## src/sv/sts_pkg.sv

```systemverilog
// Shared types and constants for the sorted table search block.
// Used by the controller, the datapath and the top level; depends on nothing.
package sts_pkg;

  localparam int DATA_W  = 32;
  localparam int INDEX_W = 10;
  localparam int POS_W   = 10;
  localparam int COUNT_W = 11;
  localparam int MODE_W  = 2;
  localparam int CFG_IDX_W = 1;

  localparam logic [CFG_IDX_W-1:0] REG_MODE  = 1'd0;
  localparam logic [CFG_IDX_W-1:0] REG_COUNT = 1'd1;

  localparam logic [MODE_W-1:0] MODE_LINEAR = 2'd0;
  localparam logic [MODE_W-1:0] MODE_BINARY = 2'd1;
  localparam logic [MODE_W-1:0] MODE_INTERP = 2'd2;
  localparam logic [MODE_W-1:0] MODE_EXPO   = 2'd3;

  localparam logic ACT_WRITE  = 1'b0;
  localparam logic ACT_SEARCH = 1'b1;

  // Read address sources.
  typedef enum logic [2:0] {
    ASEL_LO, ASEL_HI, ASEL_MID, ASEL_BND, ASEL_ZERO, ASEL_INTERP
  } asel_t;

  typedef enum logic [1:0] {
    LO_KEEP, LO_POS_INC, LO_BND_HALF
  } lo_op_t;

  typedef enum logic [1:0] {
    HI_KEEP, HI_POS_DEC, HI_BND_TOP
  } hi_op_t;

  typedef struct packed {
    logic   load;
    logic   rd;
    asel_t  asel;
    lo_op_t lo_op;
    hi_op_t hi_op;
    logic   bnd_dbl;
    logic   cap_alo;
    logic   cap_diff;
    logic   mul;
    logic   div_start;
    logic   res_set;
    logic   res_found;
    logic   res_lo;
    logic   push;
  } cmd_t;

  typedef struct packed {
    logic              act_search;
    logic [MODE_W-1:0] mode;
    logic              n_zero;
    logic              lo_le_hi;
    logic              lo_eq_hi;
    logic              bnd_lt_n;
    logic              rd_eq;
    logic              rd_gt;
    logic              rd_lt;
    logic              rd_eq_alo;
    logic              alo_eq_key;
    logic              div_done;
    logic              out_free;
  } sts_t;

endpackage

```

## src/sv/sts_ctrl.sv

```systemverilog
// Controller state machine: sequences table writes and the four search methods
// by issuing commands to the datapath. Uses sts_pkg.
module sts_ctrl (
  input  logic          clk,
  input  logic          rst_n,
  input  logic          in_valid,
  output logic          in_stall,
  input  sts_pkg::sts_t sts,
  output sts_pkg::cmd_t cmd
);
  import sts_pkg::*;

  localparam logic [4:0] S_IDLE     = 5'd0;
  localparam logic [4:0] S_DISP     = 5'd1;
  localparam logic [4:0] S_LIN_RD   = 5'd2;
  localparam logic [4:0] S_LIN_CHK  = 5'd3;
  localparam logic [4:0] S_BIN_TEST = 5'd4;
  localparam logic [4:0] S_BIN_CHK  = 5'd5;
  localparam logic [4:0] S_EXP_RD0  = 5'd6;
  localparam logic [4:0] S_EXP_CHK0 = 5'd7;
  localparam logic [4:0] S_EXP_TEST = 5'd8;
  localparam logic [4:0] S_EXP_CHK  = 5'd9;
  localparam logic [4:0] S_EXP_RNG  = 5'd10;
  localparam logic [4:0] S_INT_TEST = 5'd11;
  localparam logic [4:0] S_INT_CLO  = 5'd12;
  localparam logic [4:0] S_INT_CHI  = 5'd13;
  localparam logic [4:0] S_INT_MUL  = 5'd14;
  localparam logic [4:0] S_INT_DST  = 5'd15;
  localparam logic [4:0] S_INT_DIV  = 5'd16;
  localparam logic [4:0] S_INT_CHK  = 5'd17;
  localparam logic [4:0] S_FIN      = 5'd18;

  logic [4:0] state_r, state_nxt;

  assign in_stall = (state_r != S_IDLE);

  always_comb begin
    cmd       = '0;
    cmd.asel  = ASEL_LO;
    cmd.lo_op = LO_KEEP;
    cmd.hi_op = HI_KEEP;
    state_nxt = state_r;
    unique case (state_r)
      S_IDLE: begin
        if (in_valid) begin
          cmd.load  = 1'b1;
          state_nxt = S_DISP;
        end
      end
      S_DISP: begin
        if (sts.act_search != ACT_SEARCH) begin
          state_nxt = S_IDLE;
        end else if (sts.n_zero) begin
          cmd.res_set = 1'b1;
          state_nxt   = S_FIN;
        end else begin
          unique case (sts.mode)
            MODE_LINEAR: state_nxt = S_LIN_RD;
            MODE_BINARY: state_nxt = S_BIN_TEST;
            MODE_INTERP: state_nxt = S_INT_TEST;
            default:     state_nxt = S_EXP_RD0;
          endcase
        end
      end
      S_LIN_RD: begin
        if (sts.lo_le_hi) begin
          cmd.rd    = 1'b1;
          cmd.asel  = ASEL_LO;
          state_nxt = S_LIN_CHK;
        end else begin
          cmd.res_set = 1'b1;
          state_nxt   = S_FIN;
        end
      end
      S_LIN_CHK: begin
        if (sts.rd_eq) begin
          cmd.res_set   = 1'b1;
          cmd.res_found = 1'b1;
          state_nxt     = S_FIN;
        end else begin
          cmd.lo_op = LO_POS_INC;
          state_nxt = S_LIN_RD;
        end
      end
      S_BIN_TEST: begin
        if (sts.lo_le_hi) begin
          cmd.rd    = 1'b1;
          cmd.asel  = ASEL_MID;
          state_nxt = S_BIN_CHK;
        end else begin
          cmd.res_set = 1'b1;
          state_nxt   = S_FIN;
        end
      end
      S_BIN_CHK: begin
        if (sts.rd_eq) begin
          cmd.res_set   = 1'b1;
          cmd.res_found = 1'b1;
          state_nxt     = S_FIN;
        end else begin
          if (sts.rd_gt) begin
            cmd.hi_op = HI_POS_DEC;
          end else begin
            cmd.lo_op = LO_POS_INC;
          end
          state_nxt = S_BIN_TEST;
        end
      end
      S_EXP_RD0: begin
        cmd.rd    = 1'b1;
        cmd.asel  = ASEL_ZERO;
        state_nxt = S_EXP_CHK0;
      end
      S_EXP_CHK0: begin
        if (sts.rd_eq) begin
          cmd.res_set   = 1'b1;
          cmd.res_found = 1'b1;
          state_nxt     = S_FIN;
        end else begin
          state_nxt = S_EXP_TEST;
        end
      end
      S_EXP_TEST: begin
        if (sts.bnd_lt_n) begin
          cmd.rd    = 1'b1;
          cmd.asel  = ASEL_BND;
          state_nxt = S_EXP_CHK;
        end else begin
          state_nxt = S_EXP_RNG;
        end
      end
      S_EXP_CHK: begin
        if (!sts.rd_gt) begin
          cmd.bnd_dbl = 1'b1;
          state_nxt   = S_EXP_TEST;
        end else begin
          state_nxt = S_EXP_RNG;
        end
      end
      S_EXP_RNG: begin
        cmd.lo_op = LO_BND_HALF;
        cmd.hi_op = HI_BND_TOP;
        state_nxt = S_BIN_TEST;
      end
      S_INT_TEST: begin
        if (sts.lo_le_hi) begin
          cmd.rd    = 1'b1;
          cmd.asel  = ASEL_LO;
          state_nxt = S_INT_CLO;
        end else begin
          cmd.res_set = 1'b1;
          state_nxt   = S_FIN;
        end
      end
      S_INT_CLO: begin
        cmd.cap_alo = 1'b1;
        if (sts.rd_gt) begin
          cmd.res_set = 1'b1;
          state_nxt   = S_FIN;
        end else begin
          cmd.rd    = 1'b1;
          cmd.asel  = ASEL_HI;
          state_nxt = S_INT_CHI;
        end
      end
      S_INT_CHI: begin
        if (sts.rd_lt) begin
          cmd.res_set = 1'b1;
          state_nxt   = S_FIN;
        end else if (sts.lo_eq_hi) begin
          cmd.res_set   = 1'b1;
          cmd.res_found = sts.alo_eq_key;
          cmd.res_lo    = 1'b1;
          state_nxt     = S_FIN;
        end else if (sts.rd_eq_alo) begin
          // Flat range: the key equals the low entry.
          cmd.res_set   = 1'b1;
          cmd.res_found = 1'b1;
          cmd.res_lo    = 1'b1;
          state_nxt     = S_FIN;
        end else begin
          cmd.cap_diff = 1'b1;
          state_nxt    = S_INT_MUL;
        end
      end
      S_INT_MUL: begin
        cmd.mul   = 1'b1;
        state_nxt = S_INT_DST;
      end
      S_INT_DST: begin
        cmd.div_start = 1'b1;
        state_nxt     = S_INT_DIV;
      end
      S_INT_DIV: begin
        if (sts.div_done) begin
          cmd.rd    = 1'b1;
          cmd.asel  = ASEL_INTERP;
          state_nxt = S_INT_CHK;
        end
      end
      S_INT_CHK: begin
        if (sts.rd_eq) begin
          cmd.res_set   = 1'b1;
          cmd.res_found = 1'b1;
          state_nxt     = S_FIN;
        end else begin
          if (sts.rd_lt) begin
            cmd.lo_op = LO_POS_INC;
          end else begin
            cmd.hi_op = HI_POS_DEC;
          end
          state_nxt = S_INT_TEST;
        end
      end
      S_FIN: begin
        if (sts.out_free) begin
          cmd.push  = 1'b1;
          state_nxt = S_IDLE;
        end
      end
      default: state_nxt = S_IDLE;
    endcase
  end

  always_ff @(posedge clk) begin
    if (!rst_n) begin
      state_r <= S_IDLE;
    end else begin
      state_r <= state_nxt;
    end
  end

endmodule

```

## config.mk

```make
export PLATFORM = sky130hd
export DESIGN_NAME = sts_ctrl
export DESIGN_NICKNAME = d
export VERILOG_FILES = /design/src/sv/sts_pkg.sv /design/src/sv/sts_ctrl.sv
export SDC_FILE = /design/constraint.sdc
export NUM_CORES = 1
export LEC_CHECK = 0
export ABC_AREA = 1
export CAP_MARGIN = 40
export CORE_ASPECT_RATIO = 1.5
export CORE_MARGIN = 2
export CORE_UTILIZATION = 40
export DETAILED_ROUTE_END_ITERATION = 16
export DONT_BUFFER_PORTS = 1
export PLACE_DENSITY = 0.61
export SKIP_LAST_GASP = 1
export SYNTH_ARGS = -nofsm -noshare
export SYNTH_HDL_FRONTEND = slang
export SYNTH_SLANG_ARGS = --single-unit
```

## constraint.sdc

```tcl
create_clock -name clk -period 3.59 [get_ports clk]
set_input_delay 0.1795 -clock clk [delete_from_list [all_inputs] [get_ports clk]]
set_output_delay 0.1795 -clock clk [all_outputs]
set_load 0.05 [all_outputs]
```

Word level (Yosys, flattened, before mapping)
Index checks and enable logic that the tools add are counted.
{ "word_totals": {"wordCells": 91, "output_inout_bits": 19, "in_bits": 17, "regBits": 5} }
{ "op_classes": {"reduce_logical": 7, "n_eq_ne": 23, "muxes": 60} }
{ "op_table": {"columns": ["cell", "n"], "rows": [
  ["$pmux 5 s19", 1],
  ["$mux 5", 16],
  ["$eq 5x4->1 const B", 8],
  ["$mux 4", 7],
  ["$mux 1", 24],
  ["$pmux 4 s6", 1],
  ["$eq 5x3->1 const B", 4],
  ["$eq 5x5->1 const B", 3],
  ["$pmux 4 s3", 1],
  ["$eq 5x2->1 const B", 2],
  ["$mux 2", 4],
  ["$pmux 2 s4", 1],
  ["$mux 3", 2],
  ["$ne 2x2->1 const B", 3],
  ["$pmux 2 s3", 1],
  ["$eq 5x1->1 const B", 1],
  ["$logic_not 5->1", 1],
  ["$pmux 1 s5", 1],
  ["$reduce_bool 5->1", 1],
  ["$reduce_or 4->1", 1],
  ["$reduce_and 3->1", 1],
  ["$reduce_or 3->1", 1],
  ["$eq 2x1->1 const B", 1],
  ["$eq 2x2->1 const B", 1],
  ["3 further kinds", 3]
]} }

Longest topological paths before layout
Gate-level depths: netlist of run 1.
{ "depth": {"ltp_word": 5, "ltp_mapped": 11, "depth_no_buf": 10} }

Least setup slack after synthesis of run 1
Ideal clock, no wire load.
{ "synth_path": {"path_type": "register to output", "from": "register state_r[1]", "to": "output cmd[2] in the netlist's numbering", "slack_ps": 610, "path_buffers": 0, "t_required_ps": 3411, "stages_incl_launch_ff": 6, "arrival_ps": 2800, "cell_sequence": "dfxtp_1 inv_4 nand2_2 nor4_1 o21ai_0 nand2_1"} }
{ "synth_rtl": {"columns": ["item", "line", "source"], "rows": [
  ["from (decl)", "sts_ctrl.sv:33", "logic [4:0] state_r, state_nxt;"],
  ["from (signal assigned)", "sts_ctrl.sv:229", "state_r <= state_nxt;"],
  ["to (decl)", "sts_ctrl.sv:9", "output sts_pkg::cmd_t cmd"]
]} }

==> impl_metrics.py, run 1 <==
metrics = {
    "final_layout": {
        "reg_top3": "state_r x5",
        "area_delta_synth_final_pct": 11.1,
        "largest_reg_flops": 5,
        "diodes": 0,
        "post-route-util": 0.469,
        "drive_above_1_share": 0.261,
        "largest-register": "state_r",
        "fill_cells": 253,
        "nets": 175,
    },
    "timing": {
        "tightest_slew_ns": 0.877,
        "timing.final.ws_setup_ns": 1.16,
        "finalSetupTns_ns": 0,
        "fin_skew_ns": 0.00168,
        "max_slew_margin": 0.413,
        "finalCritPeriodShare": 0.678,
        "grt_setup_unrepaired": "no",
        "max_freq_mhz": 411,
        "maxSlewViolCount": 0,
        "finalHoldViolCount": 0,
        "whs_ns": 0.0477,
        "fin_crit_ns": 2.43,
        "setup_viol": 0,
    },
    "clock_tree": {
        "clock_path_buffers": 2,
        "clk_pin_slew_worst_paths_ns": 0.04,
        "cts_tree": "done",
        "h-tree-depth": 1,
        "root_buffer": "clkbuf_4",
        "post_cts_buffers": 0,
        "clock-sinks": 5,
        "cts_resized": 0,
        "clk_latency_ns": 0.23,
        "cts-buffers-inserted": 3,
        "cts_hold_buf": 0,
    },
    "synth": {
        "syn_area_per_cell_um2": 5.71,
        "syn-instance-count": 148,
        "synth_seq_cells": 5,
        "synth_cell_types": 26,
        "synth_area_um2": 846,
        "syn_nets": 165,
        "ys_warn_count": 0,
        "seq_area_frac_synth": 0.118,
    },
    "routing": {
        "met2_length_mm": 1.29,
        "drt_iter0_drc": 19,
        "detail_route.drc_violations": 0,
        "finalWirelength_mm": 2.42,
        "vias": 978,
        "wl_met1_um": 943,
        "wl_met3_um": 95,
        "wl_per_cell_um": 13.5,
        "first_pass_iters": 4,
        "viasPerCell": 5.46,
        "maxUsedRoutingLayer": "met4",
        "postRouteAntennaNets": 0,
    },
    "flow_run": {
        "maxCapViolCount": 0,
    },
    "place": {
        "port_buffers": 0,
        "dp_hpwl_mm": 2.11,
        "post-place-ws_ns": 1.41,
        "place.gp.congestion": 0.960,
    },
    "pwr": {
        "leakage_nw": 0.540,
        "comb_power_share": 0.705,
        "seqPwrFrac": 0.191,
        "cellPowerDensity_nw_per_um2": 637,
        "power.net_switching_w": 0.000389,
        "swShare": 0.649,
        "vdd_ir_drop_max_uv": 352,
        "clkPwrFrac": 0.104,
        "p_int_w": 0.000210,
    },
    "floorplanning": {
        "row_count": 20,
        "die_w_um": 41.5,
        "die_area_um2": 2510,
        "ios": 36,
        "core_um2": 2000,
        "die_h_um": 60.3,
        "start_util": 0.422,
    },
    "worst_setup_path": {
        "crit_arrival_ns": 2.26,
        "start_kind": "flip-flop",
        "crit_path_end_kind": "output port",
        "crit_fanout": 8,
        "worst-setup-path-type": "flip-flop to output port",
        "worst-endpoint-required_ns": 3.41,
    },
    "worst_hold_path": {
        "hp-class": "input pin to flip-flop",
    },
    "global_routing": {
        "grt_overflow": 0,
        "track_usage": 0.202,
        "grt_max_degree": 12,
        "grt_pass1_wl_mm": 3.93,
        "first_global_vias": 931,
        "antenna_found_initial": 0,
    },
    "run_status": {
        "outcome": "complete, no violations",
    },
}
path summary, 6_finish.rpt:
check / from / cells after the start / slack (ns) / to
setup / recovery: state_r[0] / 7 / 1.16 / cmd[16]
hold / removal: rst_n / 2 / 0.05 / state_r[1]
setup reg to reg: state_r[0] / 9 / 1.61 / state_r[2]
hold reg to reg: state_r[1] / 3 / 0.69 / state_r[3]
critical path: stages (launching register included):
cell and delay [ns]:
dfxtp_1 0.45, nor2_4 0.25, inv_2 0.09, nor2_2 0.48
nand2_1 0.19, nand2_1 0.11, nor2_1 0.06, nand3_1 0.38
power groups by stage:
stage               clock network [W]  registers [W]  logic, W
floorplan                           0      0.0000957  0.000392
global placement                    0       0.000115  0.000422
detailed placement                  0       0.000115  0.000424
CTS                         0.0000652       0.000114  0.000424
global route                0.0000686       0.000118  0.000462
finish                      0.0000622       0.000114  0.000422
cells by family (layout without fill, tap and decap cells):
kind of cell,count (synthesis),count (layout),synth area share
AO/OA/AOI/OAI,13,13,0.0917
buffers and inverters,33,42,0.163
AND/OR/NAND/NOR,97,97,0.627
flip-flops,5,5,0.118
stage by stage:
stage / power [W] / cell area [um2] / std cells
after floorplan: 0.000487 / 846 / 148
after global placement: 0.000537 / 906 / 174
after detailed placement: 0.000539 / 913 / 175
after CTS: 0.000603 / 940 / 179
after global routing: 0.000648 / 940 / 179
final: 0.000599 / 940 / 179
synth_stat cells:
master	n	area, um2
a21oi_1	1	5.00
a21oi_2	1	8.76
buf_4	1	7.51
buf_6	1	11.3
dfxtp_1	5	100
inv_1	23	86.3
inv_2	7	26.3
inv_4	1	6.26
nand2_1	27	101
nand2_2	4	25.0
nand3_1	18	90.1
nand3_2	5	50.1
nand4_1	6	37.5
nor2_1	18	67.6
nor2_2	5	31.3
nor2_4	4	45.0
nor2_8	1	20.0
nor3_1	6	30.0
nor3_2	1	10.0
nor3_4	1	16.3
nor4_1	1	6.26
o21ai_0	5	25.0
o21ai_1	3	15.0
o221ai_1	1	8.76
o22ai_1	1	6.26
o32ai_1	1	8.76
layer usage:
metal	global-route usage	up-vias
li1	-	498
met3	0.0242	9
met4	0.124	0
met2	0.373	32
met5	0	-
met1	0.218	439
cell type report:
class                   instances  area (um2)  area share
flip-flops and latches          5         100       0.107
multi-input cells             110         614       0.654
well taps                      22        27.5      0.0293
repair buffers                  7        52.6      0.0559
inverters                      31         119       0.126
clock buffers                   4        26.3      0.0280
placed cells by master (no fill, tap or decap):
cell type,instances
a21oi_1,1
a21oi_2,1
buf_4,7
clkbuf_1,1
clkbuf_4,3
dfxtp_1,5
inv_1,23
inv_2,7
inv_4,1
nand2_1,27
nand2_2,4
nand3_1,18
nand3_2,5
nand4_1,6
nor2_1,18
nor2_2,5
nor2_4,4
nor2_8,1
nor3_1,6
nor3_2,1
nor3_4,1
nor4_2,1
o21ai_0,5
o21ai_1,3
o221ai_1,1
o22ai_1,1
o32ai_1,1
No activity file was read; power rests on OpenSTA's default activity.
==> inputs of run 2 (changes only) <==
--- a/config.mk
+++ b/config.mk
@@ -5,14 +5,14 @@
 export SDC_FILE = /design/constraint.sdc
 export NUM_CORES = 1
 export LEC_CHECK = 0
-export ABC_AREA = 1
+export ABC_AREA = 0
 export CAP_MARGIN = 40
 export CORE_ASPECT_RATIO = 1.5
 export CORE_MARGIN = 2
 export CORE_UTILIZATION = 40
 export DETAILED_ROUTE_END_ITERATION = 16
 export DONT_BUFFER_PORTS = 1
-export PLACE_DENSITY = 0.61
+export PLACE_DENSITY = 0.63
 export SKIP_LAST_GASP = 1
 export SYNTH_ARGS = -nofsm -noshare
 export SYNTH_HDL_FRONTEND = slang
==> constraint.sdc (replaced) <==
create_clock -name clk -period 2.2 [get_ports clk]
set_input_delay 0.11 -clock clk [delete_from_list [all_inputs] [get_ports clk]]
set_output_delay 0.11 -clock clk [all_outputs]
set_load 0.05 [all_outputs]
==> impl_metrics.py, run 2 <==
metrics = {
    "final_layout": {
        "largest_reg_flops": 5,
        "drive_above_1_share": 0.236,
        "largest-register": "state_r",
        "layout_common_cells": "buf_4, nor2_1, nor3_1, nand2_1",
        "final_common_cell": "buf_4",
        "diodes": 0,
        "reg_top3": "state_r x5",
        "nets": 175,
        "finalNonFillerCells": 180,
        "area_delta_synth_final_pct": 24.9,
    },
    "synth": {
        "synthXorXnorAreaFrac": 0.0191,
        "synth_area_um2": 918,
        "yosys.area_share.simple": 0.391,
        "seq_area_frac_synth": 0.109,
        "synth_fa_ha_area_frac": 0.0109,
        "synth_top_family_by_area": "simple AND/OR/NAND/NOR gates",
        "synth_cell_types": 43,
        "yosysMostFrequentCell": "nor2_1",
        "synth_area_leader_cell": "dfxtp_1",
        "muxShareOfSynthArea": 0.0272,
        "synth_area_leaders": "dfxtp_1, nor2_1, nor3_1",
        "synthTopCellsByCount": "nor2_1, nor3_1, buf_2, nand2_1, o21ai_0",
        "ys_warn_count": 0,
        "synth_flop_cell": "dfxtp_1",
        "syn_area_per_cell_um2": 6.56,
        "synth_compound_area_frac": 0.337,
        "syn_nets": 157,
        "synth_edf_count": 0,
        "syn-instance-count": 140,
        "synth-async-reset-ratio": 0,
        "synth_seq_cells": 5,
        "synth_top_area_share": 0.109,
    },
    "floorplanning": {
        "start_util": 0.416,
        "die_area_um2": 2700,
        "ios": 36,
        "row_count": 21,
        "die_h_um": 62.7,
        "core_um2": 2210,
        "die_w_um": 43.1,
    },
    "timing": {
        "setup_viol": 0,
        "maxSlewViolCount": 0,
        "max_slew_margin": 0.637,
        "finalHoldViolCount": 0,
        "tightest_slew_ns": 0.544,
        "fin_crit_ns": 1.98,
        "finalCritPeriodShare": 0.899,
        "fin_skew_ns": 0.000279,
        "finalSetupTns_ns": 0,
        "grt_setup_unrepaired": "no",
        "max_freq_mhz": 505,
    },
    "place": {
        "port_buffers": 0,
        "dp_hpwl_mm": 2.41,
        "dp_cells": 175,
        "place.gp.congestion": 0.985,
    },
    "routing": {
        "wl_met3_um": 307,
        "wl_per_cell_um": 17.1,
        "first_pass_iters": 4,
        "wl_met1_mm": 1.13,
        "finalWirelength_mm": 3.07,
        "drt_iter0_drc": 81,
        "viasPerCell": 6.52,
        "maxUsedRoutingLayer": "met4",
        "vias": 1173,
        "met2_length_mm": 1.51,
        "postRouteAntennaNets": 0,
        "detail_route.drc_violations": 0,
    },
    "worst_setup_path": {
        "crit_path_end_kind": "output port",
        "crit_arrival_ns": 1.87,
        "start_kind": "flip-flop",
        "crit_fanout": 15,
        "worstSetupStartpoint": "state_r[1]",
        "r2r_start": "state_r[0]",
        "worst-setup-path-type": "flip-flop to output port",
        "worst-endpoint-required_ns": 2.09,
    },
    "flow_run": {
        "maxCapViolCount": 0,
    },
    "pwr": {
        "cellPowerDensity_nw_per_um2": 1120,
        "power.net_switching_w": 0.000755,
        "clkPwrFrac": 0.079,
        "total_power_w": 0.00129,
        "comb_power_share": 0.758,
        "seqPwrFrac": 0.164,
        "leakage_nw": 0.464,
        "vdd_ir_drop_max_uv": 663,
        "swShare": 0.586,
        "p_int_w": 0.000533,
    },
    "clock_tree": {
        "root_buffer": "clkbuf_4",
        "clock-sinks": 5,
        "cts_tree": "done",
        "clk_latency_ns": 0.23,
        "cts-buffers-inserted": 3,
        "clk_pin_slew_worst_paths_ns": 0.04,
        "h-tree-depth": 1,
        "clock_path_buffers": 2,
    },
    "global_routing": {
        "track_usage": 0.239,
        "grt_max_degree": 16,
        "first_global_vias": 1095,
        "grt_overflow": 0,
        "grt_pass1_wl_mm": 5.15,
        "antenna_found_initial": 0,
    },
    "worst_hold_path": {
        "hp-class": "input pin to flip-flop",
        "hp-start": "rst_n",
    },
    "run_status": {
        "outcome": "complete, no violations",
    },
}
-- run 2: area by class of cell --
| class | instances | area [um2] |
|---|---|---|
| inverters | 7 | 26.3 |
| repair buffers | 25 | 228 |
| fillers | 227 | 1060 |
| flip-flops and latches | 5 | 101 |
| well taps | 23 | 28.8 |
| clock buffers | 4 | 26.3 |
| multi-input cells | 116 | 737 |
-- run 2: kinds of logic (layout without fill, tap and decap cells) --
family,count (synthesis),in the layout
flip-flops,5,5
AND/OR/NAND/NOR,68,68
AO/OA/AOI/OAI,43,43
XOR/XNOR,2,2
multiplexers,2,2
adder cells (fa/ha/maj),1,1
buffers and inverters,19,36
-- run 2: power groups by stage --
stage | registers, W | logic, W | clock network, W
global route | 0.000219 | 0.00105 | 0.000111
detailed placement | 0.000207 | 0.000962 | 0
CTS | 0.000205 | 0.000968 | 0.000107
finish | 0.000211 | 0.000975 | 0.000101
floorplan | 0.000137 | 0.000791 | 0
global placement | 0.000210 | 0.000962 | 0
-- run 2: worst max-delay path, stage by stage (launching register included) --
cell and delay [ns]:
dfxtp_1 0.65, buf_4 0.26, nor2b_1 0.21, and3_1 0.50
-- run 2: through the flow --
step / worst slack (ns) / utilization / instance area [um2] / hold slack (ns)
after floorplan: 0.0514 / - / 930 / 0.227
after CTS: 0.124 / 0.519 / 1150 / 0.00464
after global routing: 0.0628 / 0.520 / 1150 / 0.0201
after detailed placement: 0.391 / 0.503 / 1110 / 0.241
final: 0.221 / 0.520 / 1150 / 0.0159
after global placement: 0.427 / 0.503 / 1110 / 0.229
-- run 2: path summary, 6_finish.rpt --
check / slack (ns) / to / depth (start not counted)
setup reg to reg: 0.39 / state_r[0] / 5
hold / removal: 0.02 / state_r[1] / 1
setup / recovery: 0.22 / cmd[0] / 3
hold reg to reg: 0.62 / state_r[0] / 2
-- run 2: routing by layer --
| layer | track usage | vias to the layer above |
|---|---|---|
| met5 | 0 | - |
| met4 | 0.106 | 0 |
| met3 | 0.0491 | 13 |
| met2 | 0.390 | 81 |
| met1 | 0.293 | 525 |
| li1 | - | 554 |
-- run 2: timing repair --
action                                 in CTS  in global routing
setup buffers                               0                  0
endpoints found under the hold margin       2                  0
hold buffers                                1                  0
gates resized for setup                     0                  1
setup endpoints to repair                   0                  3
